[src/rtl/pts_pkg.sv]
// Shared types and constants for the periodic task scheduler.
// Depends on nothing; imported by the controller, the datapath and the top level.
`default_nettype none

package pts_pkg;

    // Field widths fixed by the item format.
    localparam int OP_W       = 2;
    localparam int SLOT_W     = 3;
    localparam int PERIOD_W   = 16;
    localparam int PEND_W     = 8;
    localparam int S_TDATA_W  = 24;
    localparam int M_TDATA_W  = 8;

    // The slot field reaches eight slots at most, so a pass never exceeds eight words.
    localparam int SLOT_REACH = 8;

    // Defaults for the top-level parameters.
    localparam int NUM_SLOTS_DEF   = 8;
    localparam int COUNT_WIDTH_DEF = 16;

    // Saturation ceiling of the pending-run count.
    localparam logic [PEND_W-1:0] PEND_MAX = 8'hFF;

    // Operation codes carried in s_tuser.
    typedef enum logic [OP_W-1:0] {
        OP_TICK     = 2'd0,
        OP_ADD      = 2'd1,
        OP_DISPATCH = 2'd2
    } op_t;

    // Controller states.
    typedef enum logic [1:0] {
        ST_IDLE,
        ST_ADD,
        ST_TICK,
        ST_DISP
    } state_t;

    // Commands from the controller to the datapath.
    typedef struct packed {
        logic capture;   // latch the accepted word and rewind the slot index
        logic add;       // write the latched slot
        logic tick;      // advance the slot under the index
        logic disp;      // emit the slot under the index and take one run
        logic idx_inc;   // step to the next slot
    } pts_cmd_t;

    // Status from the datapath to the controller.
    typedef struct packed {
        logic at_end;    // index is on the last slot of the table
        logic hit;       // slot under the index has runs due
        logic last_hit;  // ... and no higher slot has any
        logic out_busy;  // output register holds a word that is not being taken
    } pts_status_t;

endpackage

`default_nettype wire

[src/rtl/periodic_task_scheduler.sv]
// Periodic task scheduler: a table of prioritised task slots with tick, add and
// dispatch operations. A tick or a dispatch walks the slot index through the table,
// which holds at most eight slots, one slot per cycle through a single tick and
// dispatch unit; a dispatch waits on a due slot while the output register holds a
// word that m_tready has not taken. A new word is taken only once the previous one
// has finished its walk; the output register lets the next word enter while the
// final dispatched word still waits to be taken.
// Depends on pts_pkg, pts_ctrl and pts_datapath.
`default_nettype none

module periodic_task_scheduler
    import pts_pkg::*;
#(
    parameter int NUM_SLOTS   = NUM_SLOTS_DEF,
    parameter int COUNT_WIDTH = COUNT_WIDTH_DEF
) (
    input  wire logic                  aclk,
    input  wire logic                  aresetn,
    input  wire logic                  s_tvalid,
    output logic                       s_tready,
    input  wire logic [S_TDATA_W-1:0]  s_tdata,   // slot [2:0], period [18:3], zeros above
    input  wire logic [OP_W-1:0]       s_tuser,   // op [1:0]
    output logic                       m_tvalid,
    input  wire logic                  m_tready,
    output logic [M_TDATA_W-1:0]       m_tdata,   // task_slot [2:0], zeros above
    output logic                       m_tlast
);

    pts_cmd_t          cmd;
    pts_status_t       status;
    logic [SLOT_W-1:0] m_slot;

    // Sequencing of each word through the table.
    pts_ctrl u_ctrl (
        .aclk     (aclk),
        .aresetn  (aresetn),
        .s_tvalid (s_tvalid),
        .s_op     (s_tuser),
        .s_tready (s_tready),
        .status   (status),
        .cmd      (cmd)
    );

    // Slot table and output register.
    pts_datapath #(
        .NUM_SLOTS   (NUM_SLOTS),
        .COUNT_WIDTH (COUNT_WIDTH)
    ) u_datapath (
        .aclk     (aclk),
        .aresetn  (aresetn),
        .s_slot   (s_tdata[SLOT_W-1:0]),
        .s_period (s_tdata[SLOT_W+PERIOD_W-1:SLOT_W]),
        .cmd      (cmd),
        .status   (status),
        .m_tvalid (m_tvalid),
        .m_tready (m_tready),
        .m_slot   (m_slot),
        .m_last   (m_tlast)
    );

    assign m_tdata = M_TDATA_W'(m_slot);

endmodule

`default_nettype wire

[src/rtl/pts_ctrl.sv]
// Controller state machine of the periodic task scheduler.
// Depends on pts_pkg; drives pts_datapath through command and status structs.
`default_nettype none

module pts_ctrl
    import pts_pkg::*;
(
    input  wire logic             aclk,
    input  wire logic             aresetn,
    input  wire logic             s_tvalid,
    input  wire logic [OP_W-1:0]  s_op,
    output logic                  s_tready,
    input  wire pts_status_t      status,
    output pts_cmd_t              cmd
);

    state_t state_reg;
    state_t state_next;

    // State register.
    always_ff @(posedge aclk) begin
        if (!aresetn) begin
            state_reg <= ST_IDLE;
        end else begin
            state_reg <= state_next;
        end
    end

    // Next state and commands. No word is taken while reset is held.
    always_comb begin
        state_next = state_reg;
        cmd        = '0;
        s_tready   = 1'b0;
        case (state_reg)
            ST_IDLE: begin
                s_tready = aresetn;
                if (s_tvalid && aresetn) begin
                    cmd.capture = 1'b1;
                    case (s_op)
                        OP_TICK:     state_next = ST_TICK;
                        OP_ADD:      state_next = ST_ADD;
                        OP_DISPATCH: state_next = ST_DISP;
                        default:     state_next = ST_IDLE;
                    endcase
                end
            end
            ST_ADD: begin
                cmd.add    = 1'b1;
                state_next = ST_IDLE;
            end
            ST_TICK: begin
                cmd.tick = 1'b1;
                if (status.at_end) begin
                    state_next = ST_IDLE;
                end else begin
                    cmd.idx_inc = 1'b1;
                end
            end
            ST_DISP: begin
                if (status.hit) begin
                    // Wait for room in the output register before taking a run.
                    if (!status.out_busy) begin
                        cmd.disp = 1'b1;
                        if (status.last_hit) begin
                            state_next = ST_IDLE;
                        end else begin
                            cmd.idx_inc = 1'b1;
                        end
                    end
                end else if (status.at_end) begin
                    state_next = ST_IDLE;
                end else begin
                    cmd.idx_inc = 1'b1;
                end
            end
            default: begin
                state_next = ST_IDLE;
            end
        endcase
    end

endmodule

`default_nettype wire

[src/rtl/pts_datapath.sv]
// Datapath of the periodic task scheduler: slot table, slot index and output register.
// Depends on pts_pkg; commanded by pts_ctrl.
`default_nettype none

module pts_datapath
    import pts_pkg::*;
#(
    parameter int NUM_SLOTS   = NUM_SLOTS_DEF,
    parameter int COUNT_WIDTH = COUNT_WIDTH_DEF
) (
    input  wire logic                 aclk,
    input  wire logic                 aresetn,
    input  wire logic [SLOT_W-1:0]    s_slot,
    input  wire logic [PERIOD_W-1:0]  s_period,
    input  wire pts_cmd_t             cmd,
    output pts_status_t               status,
    output logic                      m_tvalid,
    input  wire logic                 m_tready,
    output logic [SLOT_W-1:0]         m_slot,
    output logic                      m_last
);

    // Only slots the slot field can reach are ever filled.
    localparam int SCAN  = (NUM_SLOTS < SLOT_REACH) ? NUM_SLOTS : SLOT_REACH;
    localparam int IDX_W = (SCAN > 1) ? $clog2(SCAN) : 1;
    localparam logic [32:0] CNT_MAX = (33'd1 << COUNT_WIDTH) - 33'd1;

    // Slot table; valid bits are the only reset part.
    logic                   valid_reg   [SCAN];
    logic [COUNT_WIDTH-1:0] period_reg  [SCAN];
    logic [COUNT_WIDTH-1:0] counter_reg [SCAN];
    logic [PEND_W-1:0]      pend_reg    [SCAN];

    logic [SLOT_W-1:0]      slot_reg;
    logic [COUNT_WIDTH-1:0] period_sat_reg;
    logic [COUNT_WIDTH-1:0] period_sat_next;
    logic [IDX_W-1:0]       idx_reg;
    logic [IDX_W-1:0]       idx_next;

    logic                   out_valid_reg;
    logic                   out_valid_next;
    logic [SLOT_W-1:0]      out_slot_reg;
    logic                   out_last_reg;

    logic                   add_ok;
    logic [SCAN-1:0]        pend_mask;
    logic [SCAN-1:0]        above;
    logic [COUNT_WIDTH-1:0] cnt_cur;
    logic [COUNT_WIDTH-1:0] cnt_next;
    logic [PEND_W-1:0]      pend_cur;
    logic [PEND_W-1:0]      pend_tick_next;

    // Period saturated to the counter width.
    always_comb begin
        if (33'(s_period) > CNT_MAX) begin
            period_sat_next = CNT_MAX[COUNT_WIDTH-1:0];
        end else begin
            period_sat_next = COUNT_WIDTH'(s_period);
        end
    end

    // Latch the accepted word.
    always_ff @(posedge aclk) begin
        if (cmd.capture) begin
            slot_reg       <= s_slot;
            period_sat_reg <= period_sat_next;
        end
    end

    // Slot index: rewound on every new word, stepped by the controller.
    always_comb begin
        idx_next = idx_reg;
        if (cmd.capture) begin
            idx_next = '0;
        end else if (cmd.idx_inc) begin
            idx_next = idx_reg + IDX_W'(1);
        end
    end

    always_ff @(posedge aclk) begin
        if (!aresetn) begin
            idx_reg <= '0;
        end else begin
            idx_reg <= idx_next;
        end
    end

    // Status for the controller.
    always_comb begin
        for (int i = 0; i < SCAN; i++) begin
            pend_mask[i] = valid_reg[i] && (pend_reg[i] != '0);
        end
        above           = pend_mask >> idx_reg;
        status.hit      = above[0];
        status.last_hit = above[0] && ((above >> 1) == '0);
        status.at_end   = (idx_reg == IDX_W'(SCAN - 1));
        status.out_busy = out_valid_reg && !m_tready;
    end

    // Tick update of the slot under the index.
    always_comb begin
        cnt_cur        = counter_reg[idx_reg];
        pend_cur       = pend_reg[idx_reg];
        pend_tick_next = pend_cur;
        if (cnt_cur == '0) begin
            cnt_next = period_reg[idx_reg];
        end else begin
            cnt_next = cnt_cur - COUNT_WIDTH'(1);
            if ((cnt_next == '0) && (pend_cur != PEND_MAX)) begin
                pend_tick_next = pend_cur + PEND_W'(1);
            end
        end
    end

    assign add_ok = ({1'b0, slot_reg} < (SLOT_W + 1)'(SCAN));

    // Valid bits.
    always_ff @(posedge aclk) begin
        if (!aresetn) begin
            for (int i = 0; i < SCAN; i++) begin
                valid_reg[i] <= 1'b0;
            end
        end else if (cmd.add && add_ok) begin
            valid_reg[slot_reg[IDX_W-1:0]] <= 1'b1;
        end
    end

    // Period, counter and pending-run count.
    always_ff @(posedge aclk) begin
        if (cmd.add && add_ok) begin
            period_reg[slot_reg[IDX_W-1:0]]  <= period_sat_reg;
            counter_reg[slot_reg[IDX_W-1:0]] <= period_sat_reg;
            pend_reg[slot_reg[IDX_W-1:0]]    <= '0;
        end else if (cmd.tick && valid_reg[idx_reg]) begin
            counter_reg[idx_reg] <= cnt_next;
            pend_reg[idx_reg]    <= pend_tick_next;
        end else if (cmd.disp) begin
            pend_reg[idx_reg] <= pend_cur - PEND_W'(1);
        end
    end

    // Output register.
    always_comb begin
        out_valid_next = out_valid_reg;
        if (cmd.disp) begin
            out_valid_next = 1'b1;
        end else if (m_tready) begin
            out_valid_next = 1'b0;
        end
    end

    always_ff @(posedge aclk) begin
        if (!aresetn) begin
            out_valid_reg <= 1'b0;
        end else begin
            out_valid_reg <= out_valid_next;
        end
    end

    always_ff @(posedge aclk) begin
        if (cmd.disp) begin
            out_slot_reg <= SLOT_W'(idx_reg);
            out_last_reg <= status.last_hit;
        end
    end

    assign m_tvalid = out_valid_reg;
    assign m_slot   = out_slot_reg;
    assign m_last   = out_last_reg;

    // A run is taken only from a slot that has one, and only into a free output register.
    a_disp_needs_room: assert property (@(posedge aclk) disable iff (!aresetn)
        cmd.disp |-> (status.hit && !status.out_busy))
        else $error("dispatch word issued without a due run or without room");

    // Table writes and table walks never overlap.
    a_one_cmd: assert property (@(posedge aclk) disable iff (!aresetn)
        !(cmd.add && (cmd.tick || cmd.disp)) && !(cmd.tick && cmd.disp))
        else $error("conflicting table commands");

    // The final word of a pass ends the pass.
    a_last_ends_pass: assert property (@(posedge aclk) disable iff (!aresetn)
        (cmd.disp && status.last_hit) |=> !cmd.disp)
        else $error("dispatch continued after the final word");

    // A word loaded into the output register is offered in the next cycle.
    a_load_shows: assert property (@(posedge aclk) disable iff (!aresetn)
        cmd.disp |=> (m_tvalid && (m_slot == $past(SLOT_W'(idx_reg)))))
        else $error("dispatched word not presented");

endmodule

`default_nettype wire

[config.mk]
export PLATFORM = sky130hd
export DESIGN_NAME = periodic_task_scheduler
export DESIGN_NICKNAME = d
export VERILOG_FILES = /design/src/rtl/pts_pkg.sv /design/src/rtl/periodic_task_scheduler.sv /design/src/rtl/pts_ctrl.sv /design/src/rtl/pts_datapath.sv
export SDC_FILE = /design/constraint.sdc
export NUM_CORES = 1
export LEC_CHECK = 0
export ABC_AREA = 1
export BUFFER_PORTS_ARGS = -buffer_cell sky130_fd_sc_hd__buf_2
export CAP_MARGIN = 20
export CORE_MARGIN = 2
export CORE_UTILIZATION = 60
export CTS_CLUSTER_SIZE = 8
export DETAILED_ROUTE_END_ITERATION = 10
export PLACE_DENSITY = 0.77
export SLEW_MARGIN = 0
export SYNTH_ARGS = -nofsm -noshare
export SYNTH_HDL_FRONTEND = slang
export SYNTH_SLANG_ARGS = --single-unit
export TNS_END_PERCENT = 20
[constraint.sdc]
create_clock -name aclk -period 4.1 [get_ports aclk]
set_input_delay 0.82 -clock aclk [delete_from_list [all_inputs] [get_ports aclk]]
set_output_delay 0.82 -clock aclk [all_outputs]
set_load 0.02 [all_outputs]
=== After elaboration in Yosys (flattened, before gate mapping) ===
Memories as Yosys holds them, arrays and structs flattened. A register that Yosys moved wholly into a read port is not among the register bits.
Cells that the tools add are included.

* Flip-flop bits (word level): 29
* Bits in latches: 0
* RAM bits: 328
* Bits in read-only memories: 0
* Word-level logic and storage cells: 115
* Memories: 4

* Add/sub/neg operators: 4
* Multipliers: 0
* Divide/modulo/power cells: 0
* Order comparisons: 0
* Equal/unequal tests: 10
* Shift-type cells: 1
* Multiplexer cells: 54
* Bitwise operators: 2
* Reductions and logical operators: 33

{| class="wikitable"
|+ Memory list
! name !! words !! width !! rd ports !! clocked after Yosys merged registers in !! wr ports !! RTL line !! source
|-
| u_datapath.counter_reg || 8 || 16 || 1 || 1 || 1 || pts_datapath.sv:31 || <nowiki>logic [COUNT_WIDTH-1:0] counter_reg [SCAN];</nowiki>
|-
| u_datapath.period_reg || 8 || 16 || 1 || 1 || 1 || pts_datapath.sv:30 || <nowiki>logic [COUNT_WIDTH-1:0] period_reg [SCAN];</nowiki>
|-
| u_datapath.pend_reg || 8 || 8 || 9 || 1 || 1 || pts_datapath.sv:32 || <nowiki>logic [PEND_W-1:0] pend_reg [SCAN];</nowiki>
|-
| u_datapath.valid_reg || 8 || 1 || 9 || 1 || 8 || pts_datapath.sv:29 || <nowiki>logic valid_reg [SCAN];</nowiki>
|}

{| class="wikitable"
|+ Operators with widths
! kind !! number
|-
| $reduce_bool 8->1 || 8
|-
| $mux 3 || 11
|-
| $logic_not 16->1 || 2
|-
| $mux 16 || 2
|-
| $mux 8 || 4
|-
| $mux 1 || 28
|-
| $reduce_or 16->1 || 1
|-
| $sub 16x1->16 const B || 1
|-
| $logic_and 1x1->1 || 13
|-
| $mux 2 || 6
|-
| $add 8x1->8 const B || 1
|-
| $logic_not 8->1 || 1
|-
| $ne 8x8->1 const B || 1
|-
| $pmux 2 s4 || 1
|-
| $reduce_or 8->1 || 1
|-
| $shr 8x3->8 || 1
|-
| $sub 8x1->8 const B || 1
|-
| $eq 2x2->1 const B || 3
|-
| $ne 3x3->1 const B || 2
|-
| $pmux 2 s3 || 1
|-
| $eq 2x1->1 const B || 2
|-
| $logic_not 2->1 || 2
|-
| $add 3x1->3 const B || 1
|-
| $eq 3x3->1 const B || 1
|-
| other kinds (9) || 9
|}

=== Logic depth before layout (Yosys ltp) ===
Gate-level depths: netlist of run 1.
An unclocked memory read counts as a cell.

* Word-level depth: 17
* Mapped depth: 23
* Gate-level depth less buffers: 20

=== Cells and area by module ===
A second synthesis of run 1 with hierarchy kept.

* Cell total of the unflattened synthesis: 1676
* Area, all modules: 16603.4 um2

{| class="wikitable"
|+ By module, submodules not included
! module !! times used !! cells each !! area an instance (um2) !! seq. area each (um2)
|-
| pts_datapath || 1 || 1630 || 16333.2 || 10600.2
|-
| pts_ctrl || 1 || 40 || 229.0 || 40.0
|-
| periodic_task_scheduler || 1 || 6 || 41.3 || 0.0
|}

=== Worst setup path before layout of run 1 ===
Ideal clock, no wire load.

* Kind: reg2reg
* From: register (tool-made name)
* To: memory u_datapath.counter_reg[1][0] in the netlist's numbering (enable)
* Arrival: 2562 ps
* Slack: 1149 ps
* Cell stages (with the launch flop): 14
* Buffers on the path: 5
* Period minus slack after synthesis: 2951 ps
* Cell sequence: dfxtp_1 -> buf_6 -> inv_8 -> buf_12 -> buf_6 -> buf_2 -> a21oi_1 -> o21ai_0 -> nand3_1 -> nand3_1 -> buf_2 -> o21ai_0 -> nand2_1 -> nor2_1

{| class="wikitable"
|+ RTL lines
! element !! RTL line
|-
| to (decl) || pts_datapath.sv:31
|}

==> reports/qor.yml, run 1 <==
postRouteAntennaNets: 0
setup_viol: 0
holdPathStages: 1
fin_crit_sh_pct: 90.1
reg2reg_depth: 18
dieArea_sq_um: 29000
hold_viol_final: 0
drc: 0
grt_pass1_wl_mm: 61.2
critPathKind: "reg2reg"
syn_inst: 1668
max_freq_ghz: 0.271
fp.coreArea_sq_um: 27000
slew_viol_final: 0
synth-seq-area-share_pct: 64.2
drt-total-wl_mm: 39.6
hold_end: "u_datapath.period_sat_reg[2]"
antenna_found_initial: 0
final_area_sq_um: 18600
finalClockSkew_ns: 0.0180
htreeDepth: 2
netlist_top_cells_area: "edfxtp_1, nand2_1, nand3_1"
syn_to_final_growth_pct: 12.4
synth_edf_count: 343
cts_buffers: 51
vias: 12200
yosys.area.top_type: "edfxtp_1"
finalSetupTns_ns: 0
die_w_um: 170
grt.total_usage_pct: 27.8
fin_crit_ns: 3.69
ys_warn_count: 0
drive_gt1_share_pct: 11.2
fill_cells: 1975
reg2reg_slack_ns: 0.41
grt_start_max_net_pins: 53
cts_resized: 0
p_per_area_nw_per_um2: 464
r2r-end: "u_datapath.pend_reg[5][4]"
yosysUniqueCellTypes: 44
io_pins: 41
cts_hold_buffers: 0
leakage_uw: 0.00747
cts_setup_buffers: 0
tightest_slew_ns: 0.803
first_global_vias: 11600
ys.flop_type: "edfxtp_1"
rsz0062_at_grt: "no"
dr.pass1.iters: 6
layout_commonest_cell: "nand2_1"
drt_iter0_markers: 1242
ys_seq_elements: 360
maxCapViolCount: 0
hpwl_mm: 24.6
syn-cell-area_sq_um: 16600
start_kind: "register"
wl_per_cell_um: 18.9
synth_top_area_share_pct: 62.2
clk_path_buf_depth: 3
required_ns: 4.34
peakVddDrop_v: 0.000479
critPathCaptureType: "register"
io_buffers: 30
hold_class: "in2reg"
gr-total-overflow: 0
design.final.nets: 1779
num_rows: 60
worstPathMaxFanout: 42
async_flop_share_pct: 0
via_per_inst: 5.81
slew_headroom_pct: 46.3
worstPathArrival_ns: 3.93
hold_path_startpoint: "s_tdata[5]"
place_congestion: 0.890
cts.sinks: 360
placed_cell_area_sq_um: 17300
run_status: "finished, final reports clean"
dieHeight_um: 170
cts-root-buf: "clkbuf_16"
cts.clk_slew.worst_paths_ns: 0.05
postLayoutCoreUtil_pct: 68.9
antenna_cells: 0
final_cell_mix: "nand2_1, edfxtp_1, nand3_1"
syn_area_per_cell_sq_um: 9.93
insertion_delay_ns: 0.56
cts_tree: "yes"
initial_core_util_pct: 61.3
[routing by layer]
metal | up-vias | global-route usage, % | part of all wire, %
li1 | 5735 | - | -
met1 | 5783 | 38.5 | 41
met2 | 562 | 45.7 | 48
met3 | 77 | 4.65 | 9.1
met4 | 0 | 8.47 | 2.2
met5 | - | 0 | 0
[cells by family (layout without fill, tap and decap cells)]
family                     count (synthesis)  count (layout)  synth area share (%)
adders and majority gates                 10              10                 0.755
other                                      1               5                0.0226
buffers and inverters                    269             349                  7.23
and+or+nand+nor                          868             868                  22.3
DFF                                      360             360                  64.2
xor gates and xnor gates                   1               1                0.0529
AOI/OAI and AO/OA                        159             159                  5.48
[through the flow]
step           instances  worst slack [ns]  hold slack [ns]  power [uW]
2_1_floorplan       1672              1.15            0.435        4770
3_3_place_gp        2027             0.515            0.496        5000
3_5_place_dp        2027             0.481            0.509        5020
4_1_cts             2093             0.406            0.424        8660
5_1_grt             2093            0.0748            0.420        8920
6_report            2093             0.408            0.433        8650
[layout make-up]
type	instances	area, sq um	share of cell area, %
inverters	191	724	3.89
well taps	341	427	2.29
flip-flops and latches	360	10600	57.1
repair buffers	92	678	3.64
multi-input cells	1043	4780	25.6
clock inverters	4	61.3	0.329
clock buffers	62	1320	7.07
[report_power, final]
group	leakage (uW)	internal, uW	switching (uW)	total, uW
registers	0.00326	4080	44.3	4120
logic	0.00354	253	596	849
clock network	0.000669	2220	1460	3680
[worst max-delay path, stage by stage (launching register included)]
cell and delay, ns:
dfxtp_4 0.43, buf_12 0.22, buf_4 0.23, nand2_1 0.08, nand3_1 0.10, nand3_1 0.09
nand2_1 0.15, nand2_1 0.15, nor2_4 0.22, nand3_1 0.11, nand2_1 0.07, nand2_1 0.12
nor2_2 0.16, nand2_1 0.08, nor2_2 0.13, nand3_2 0.12, nand2_2 0.13, nand3_1 0.09
a21oi_1 0.66
[synthesized netlist by cell type (10+ instances only)]
library cell and instances:
nand2_1 452, edfxtp_1 343, nand3_1 200, inv_1 182, nor2_1 149, o21ai_0 69, a21oi_1 31, clkbuf_1 25
buf_2 20, nand4_1 20, o21ai_1 18, dfxtp_1 17, buf_6 12, nor2_2 12, nand2_2 11, buf_4 10
ha_1 10
[worst max path at each step]
stage	from	end
6_report	register	u_datapath.pend_reg[5][4]
5_1_grt	register	u_datapath.pend_reg[4][5]
4_1_cts	register	u_datapath.pend_reg[7][5]
3_5_place_dp	register	u_datapath.pend_reg[7][5]
3_3_place_gp	register	u_datapath.pend_reg[5][4]
2_1_floorplan	register	u_datapath.counter_reg[1][0]
Note: power is estimated with default switching activity, not from simulation.
==> inputs of run 2 (changes only) <==
ABC_AREA = not set   (was 1)
==> run 2 against run 1 <==
Total power fell by 6.8%. First-iteration DRC count fell by 27%. Clock power barely moved. Sequential power fell by 1%. Final area fell by 6.3%. Global-route usage fell by 2.5 points. Sequential cell count did not move. Synthesized area fell by 8.3%. Largest power group unchanged.
==> reports/qor.yml, run 2 <==
cts.sinks: 360
fin_crit_sh_pct: 95.2
critPathMaxStageDelay_ns: 0.56
hold_viol_final: 0
fin_crit_ns: 3.90
critPathCaptureType: "register"
setup_viol: 0
antenna_found_initial: 1
syn_inst: 857
drt_iter0_markers: 903
num_rows: 58
clk_path_buf_depth: 3
syn-cell-area_sq_um: 15200
antenna_cells: 0
die_w_um: 163
postRouteAntennaNets: 0
gr-total-overflow: 0
cts_buffers: 50
drt-total-wl_mm: 32.1
insertion_delay_ns: 0.56
synth_common_cells: "edfxtp_1, mux4_2, nand2_1"
tightest_slew_ns: 0.949
required_ns: 4.43
syn_to_final_growth_pct: 15.0
grt.total_usage_pct: 25.3
yosys.area.top_type: "edfxtp_1"
rsz0062_at_grt: "no"
max_freq_ghz: 0.256
slew_viol_final: 0
ys.flop_type: "edfxtp_1"
netlist_top_cells_area: "edfxtp_1, mux4_2, dfxtp_1"
fp.coreArea_sq_um: 25000
hold_class: "in2reg"
ys_seq_elements: 360
crit_chain: "buf_12 > mux4_2 > mux2i_2 > nand3_1 > or4_1 > nor4b_2 > o2111a_2 > buf_4 > and2_1 > o211a_1"
io_pins: 41
drc: 0
critPathKind: "reg2reg"
wl_per_cell_um: 24.4
first_global_vias: 8656
dr.pass1.iters: 5
place_congestion: 0.880
maxCapViolCount: 0
synth_most_common_cell: "edfxtp_1"
grt_start_max_net_pins: 34
ys_warn_count: 0
initial_core_util_pct: 60.7
synth_top_area_share_pct: 67.8
vias: 8323
met1_length_mm: 12.8
cts-root-buf: "clkbuf_16"
cp_num_buf_inv: 2
cts_tree: "yes"
p_per_area_nw_per_um2: 462
hpwl_mm: 20.2
design.final.nets: 1003
run_status: "finished, final reports clean"
htreeDepth: 2
layout_commonest_cell: "edfxtp_1"
cts.clk_slew.worst_paths_ns: 0.05
synth_edf_count: 343
via_per_inst: 6.32
finalSetupTns_ns: 0
leakage_uw: 0.00571
postLayoutCoreUtil_pct: 69.7
syn_area_per_cell_sq_um: 17.7
async_flop_share_pct: 0
placed_cell_area_sq_um: 16000
finalClockSkew_ns: 0.0200
yosysUniqueCellTypes: 65
slowest_stage: "or4_1"
crit_family: "simple AND/OR/NAND/NOR gates"
worst_slack_ns: 0.199
worstPathMaxFanout: 22
final_cell_mix: "edfxtp_1, mux4_2, nand2_1"
start_kind: "register"
final_area_sq_um: 17500
highest_layer: "met5"
synth-seq-area-share_pct: 70.0
cts_setup_buffers: 0
worstPathArrival_ns: 4.23
dieHeight_um: 163
drive_gt1_share_pct: 26.1
dr_wl_met2_mm: 16.2
dieArea_sq_um: 26600
peakVddDrop_v: 0.000374
dp_slack_ns: 0.108
io_buffers: 30
wl_met3_mm: 2.03
grt_pass1_wl_mm: 49.7
slew_headroom_pct: 36.7
## run 2: where the power goes
| group | internal, uW | total [uW] | switching (uW) | leakage, uW |
|---|---|---|---|---|
| Combinational | 140 | 310 | 170 | 0.00179 |
| Clock | 2250 | 3670 | 1420 | 0.000669 |
| Sequential | 4050 | 4080 | 33.9 | 0.00326 |
| Total | 6440 | 8060 | 1620 | 0.00571 |
## run 2: cells by family after synthesis
kind of cell | Yosys count | synth area share [%]
adders and majority gates | 10 | 0.824
buffers and inverters | 66 | 2.23
and+or+nand+nor | 164 | 5.36
DFF | 360 | 70.0
AOI/OAI and AO/OA | 113 | 4.81
xor gates and xnor gates | 10 | 0.577
muxes | 133 | 16.1
other | 1 | 0.0247
## run 2: routing by layer
metal | global-route usage (%) | vias up
li1 | - | 3651
met1 | 34.4 | 4234
met2 | 42.1 | 352
met3 | 4.16 | 84
met4 | 9.53 | 2
met5 | 0 | -
## run 2: final timing paths
kind	from	end	slack [ns]	cells past startpoint
hold / removal	s_tdata[11]	u_datapath.period_sat_reg[8]	0.44	1
setup / recovery	register	u_datapath.pend_reg[4][3]	0.20	10
hold reg to reg	u_datapath.valid_reg[2]	u_datapath.valid_reg[2]	0.54	2
setup reg to reg	register	u_datapath.pend_reg[4][3]	0.20	10
## run 2: per-stage QoR
stage	power, uW	cells	hold slack, ns
global placement	4450	1241	0.510
CTS	8110	1316	0.425
global route	8290	1316	0.427
detailed placement	4460	1241	0.515
floorplan	4360	861	0.435
finish	8060	1316	0.442
## run 2: timing repair
action,CTS,global route
setup endpoints to repair,0,32
resized for setup,0,6
hold buffers,0,0
## run 2: final cells by class
type | count | area (sq um)
sequential | 360 | 10700
fill | 1537 | 7570
multi-input combinational | 435 | 4280
clock buffer | 73 | 1360
timing repair buffer | 90 | 629
tap | 330 | 413
inverter | 26 | 97.6
clock inverter | 2 | 28.8
==> inputs of run 3 (changes only) <==
clock period = 3.8 ns   (was 4.1 ns; I/O delays follow)
==> run 3 against run 2 <==
Largest cell class unchanged. Non-clock buffer count up 41. Clock skew down 0.00062 ns. Fmax up 5.0%. Worst hold slack worse by 0.046 ns.
==> reports/qor.yml, run 3 (synthesis gave the netlist of run 2 again) <==
grt_start_max_net_pins: 40
die_w_um: 163
cp_num_buf_inv: 3
finalClockSkew_ns: 0.0194
crit_chain: "buf_12 > mux4_2 > mux2i_2 > ha_2 > xnor2_1 > or4_4 > nor4b_4 > o2111a_2 > buf_6 > mux2i_1 > o22ai_1 > buf_4"
worstPathMaxFanout: 11
insertion_delay_ns: 0.54
critPathKind: "reg2reg"
critPathCaptureType: "register"
peakVddDrop_v: 0.000620
dieHeight_um: 163
leakage_uw: 0.00595
worst_slack_ns: 0.0830
num_rows: 58
fin_crit_ns: 3.72
hpwl_mm: 20.3
dieArea_sq_um: 26600
grt_pass1_wl_mm: 50.5
slew_headroom_pct: 39.6
clk_path_buf_depth: 3
antenna_cells: 0
design.final.nets: 1044
worstPathArrival_ns: 4.00
hold_viol_final: 0
syn_to_final_growth_pct: 17.8
htreeDepth: 2
dr.pass1.iters: 8
vias: 8474
crit_family: "multiplexers"
initial_core_util_pct: 60.7
placed_cell_area_sq_um: 16300
drc: 0
numPlacedInstances: 1271
slowest_stage: "or4_4"
cts.clk_slew.worst_paths_ns: 0.05
drt-total-wl_mm: 32.4
critPathMaxStageDelay_ns: 0.53
cts.sinks: 360
fin_crit_sh_pct: 97.8
io_buffers: 30
gr-total-overflow: 0
antenna_found_initial: 0
tightest_slew_ns: 0.905
run_status: "finished, final reports clean"
drt_iter0_markers: 784
setup_viol: 0
slew_viol_final: 0
fp.coreArea_sq_um: 25000
final_area_sq_um: 17900
drive_gt1_share_pct: 29.9
cts-root-buf: "clkbuf_16"
finalNonFillerCells: 1356
layout_commonest_cell: "edfxtp_1"
final_cell_mix: "edfxtp_1, buf_4, mux4_2"
postRouteAntennaNets: 0
hold_class: "in2reg"
place_congestion: 0.878
p_per_area_nw_per_um2: 485
rsz0062_at_grt: "yes"
hold_path_startpoint: "s_tdata[0]"
io_pins: 41
first_global_vias: 8963
max_freq_ghz: 0.269
maxCapViolCount: 0
cts_buffers: 50
start_kind: "register"
required_ns: 4.09
via_per_inst: 6.25
cts_tree: "yes"
grt.total_usage_pct: 25.4
wl_per_cell_um: 23.9
dp_slack_ns: -0.0671
==> run 3: metal layers <==
layer / up-vias / global-route usage (%) / part of all wire (%)
met5: - / 0 / 0
met4: 0 / 7.48 / 2.4
met3: 66 / 3.40 / 6.0
met2: 362 / 44.0 / 52
met1: 4310 / 34.2 / 40
li1: 3736 / - / -
==> run 3: what timing repair did <==
item                       4_1_cts  5_1_grt
pin swaps                        0        5
gates cloned                     0        1
hold buffers                     0        0
buffers inserted                 0       10
setup endpoints to repair       32      127
gates resized for setup          5       17
==> run 3: worst paths after layout <==
kind | end | slack, ns | depth (start not counted)
worst max-delay path | u_datapath.pend_reg[6][1] | 0.08 | 12
worst min-delay path | u_datapath.slot_reg[0] | 0.40 | 1
worst max register to register | u_datapath.pend_reg[6][1] | 0.08 | 12
worst min register to register | u_datapath.valid_reg[0] | 0.52 | 1
==> run 3: power breakdown <==
part | internal, uW | total (uW) | leakage [uW] | switching (uW)
clock network | 2380 | 3890 | 0.000657 | 1510
registers | 4370 | 4400 | 0.00326 | 34.6
logic | 187 | 386 | 0.00203 | 199
==> run 3: cell type report <==
cell class | count | area [sq um]
sequential | 360 | 10700
fill | 1490 | 7150
multi-input combinational | 435 | 4360
clock buffer | 71 | 1330
timing repair buffer | 131 | 1000
tap | 330 | 413
inverter | 26 | 97.6
clock inverter | 3 | 33.8
==> run 3: per-stage QoR <==
stage	TNS (ns)	hold slack, ns	util (%)	power, uW
after floorplan	-15.40	0.435	-	4710
after global placement	0	0.499	65.1	4830
after detailed placement	-1.05	0.507	65.1	4840
after CTS	0	0.377	70.6	8710
after global routing	-0.339	0.378	71.4	8910
final	0	0.396	71.4	8680
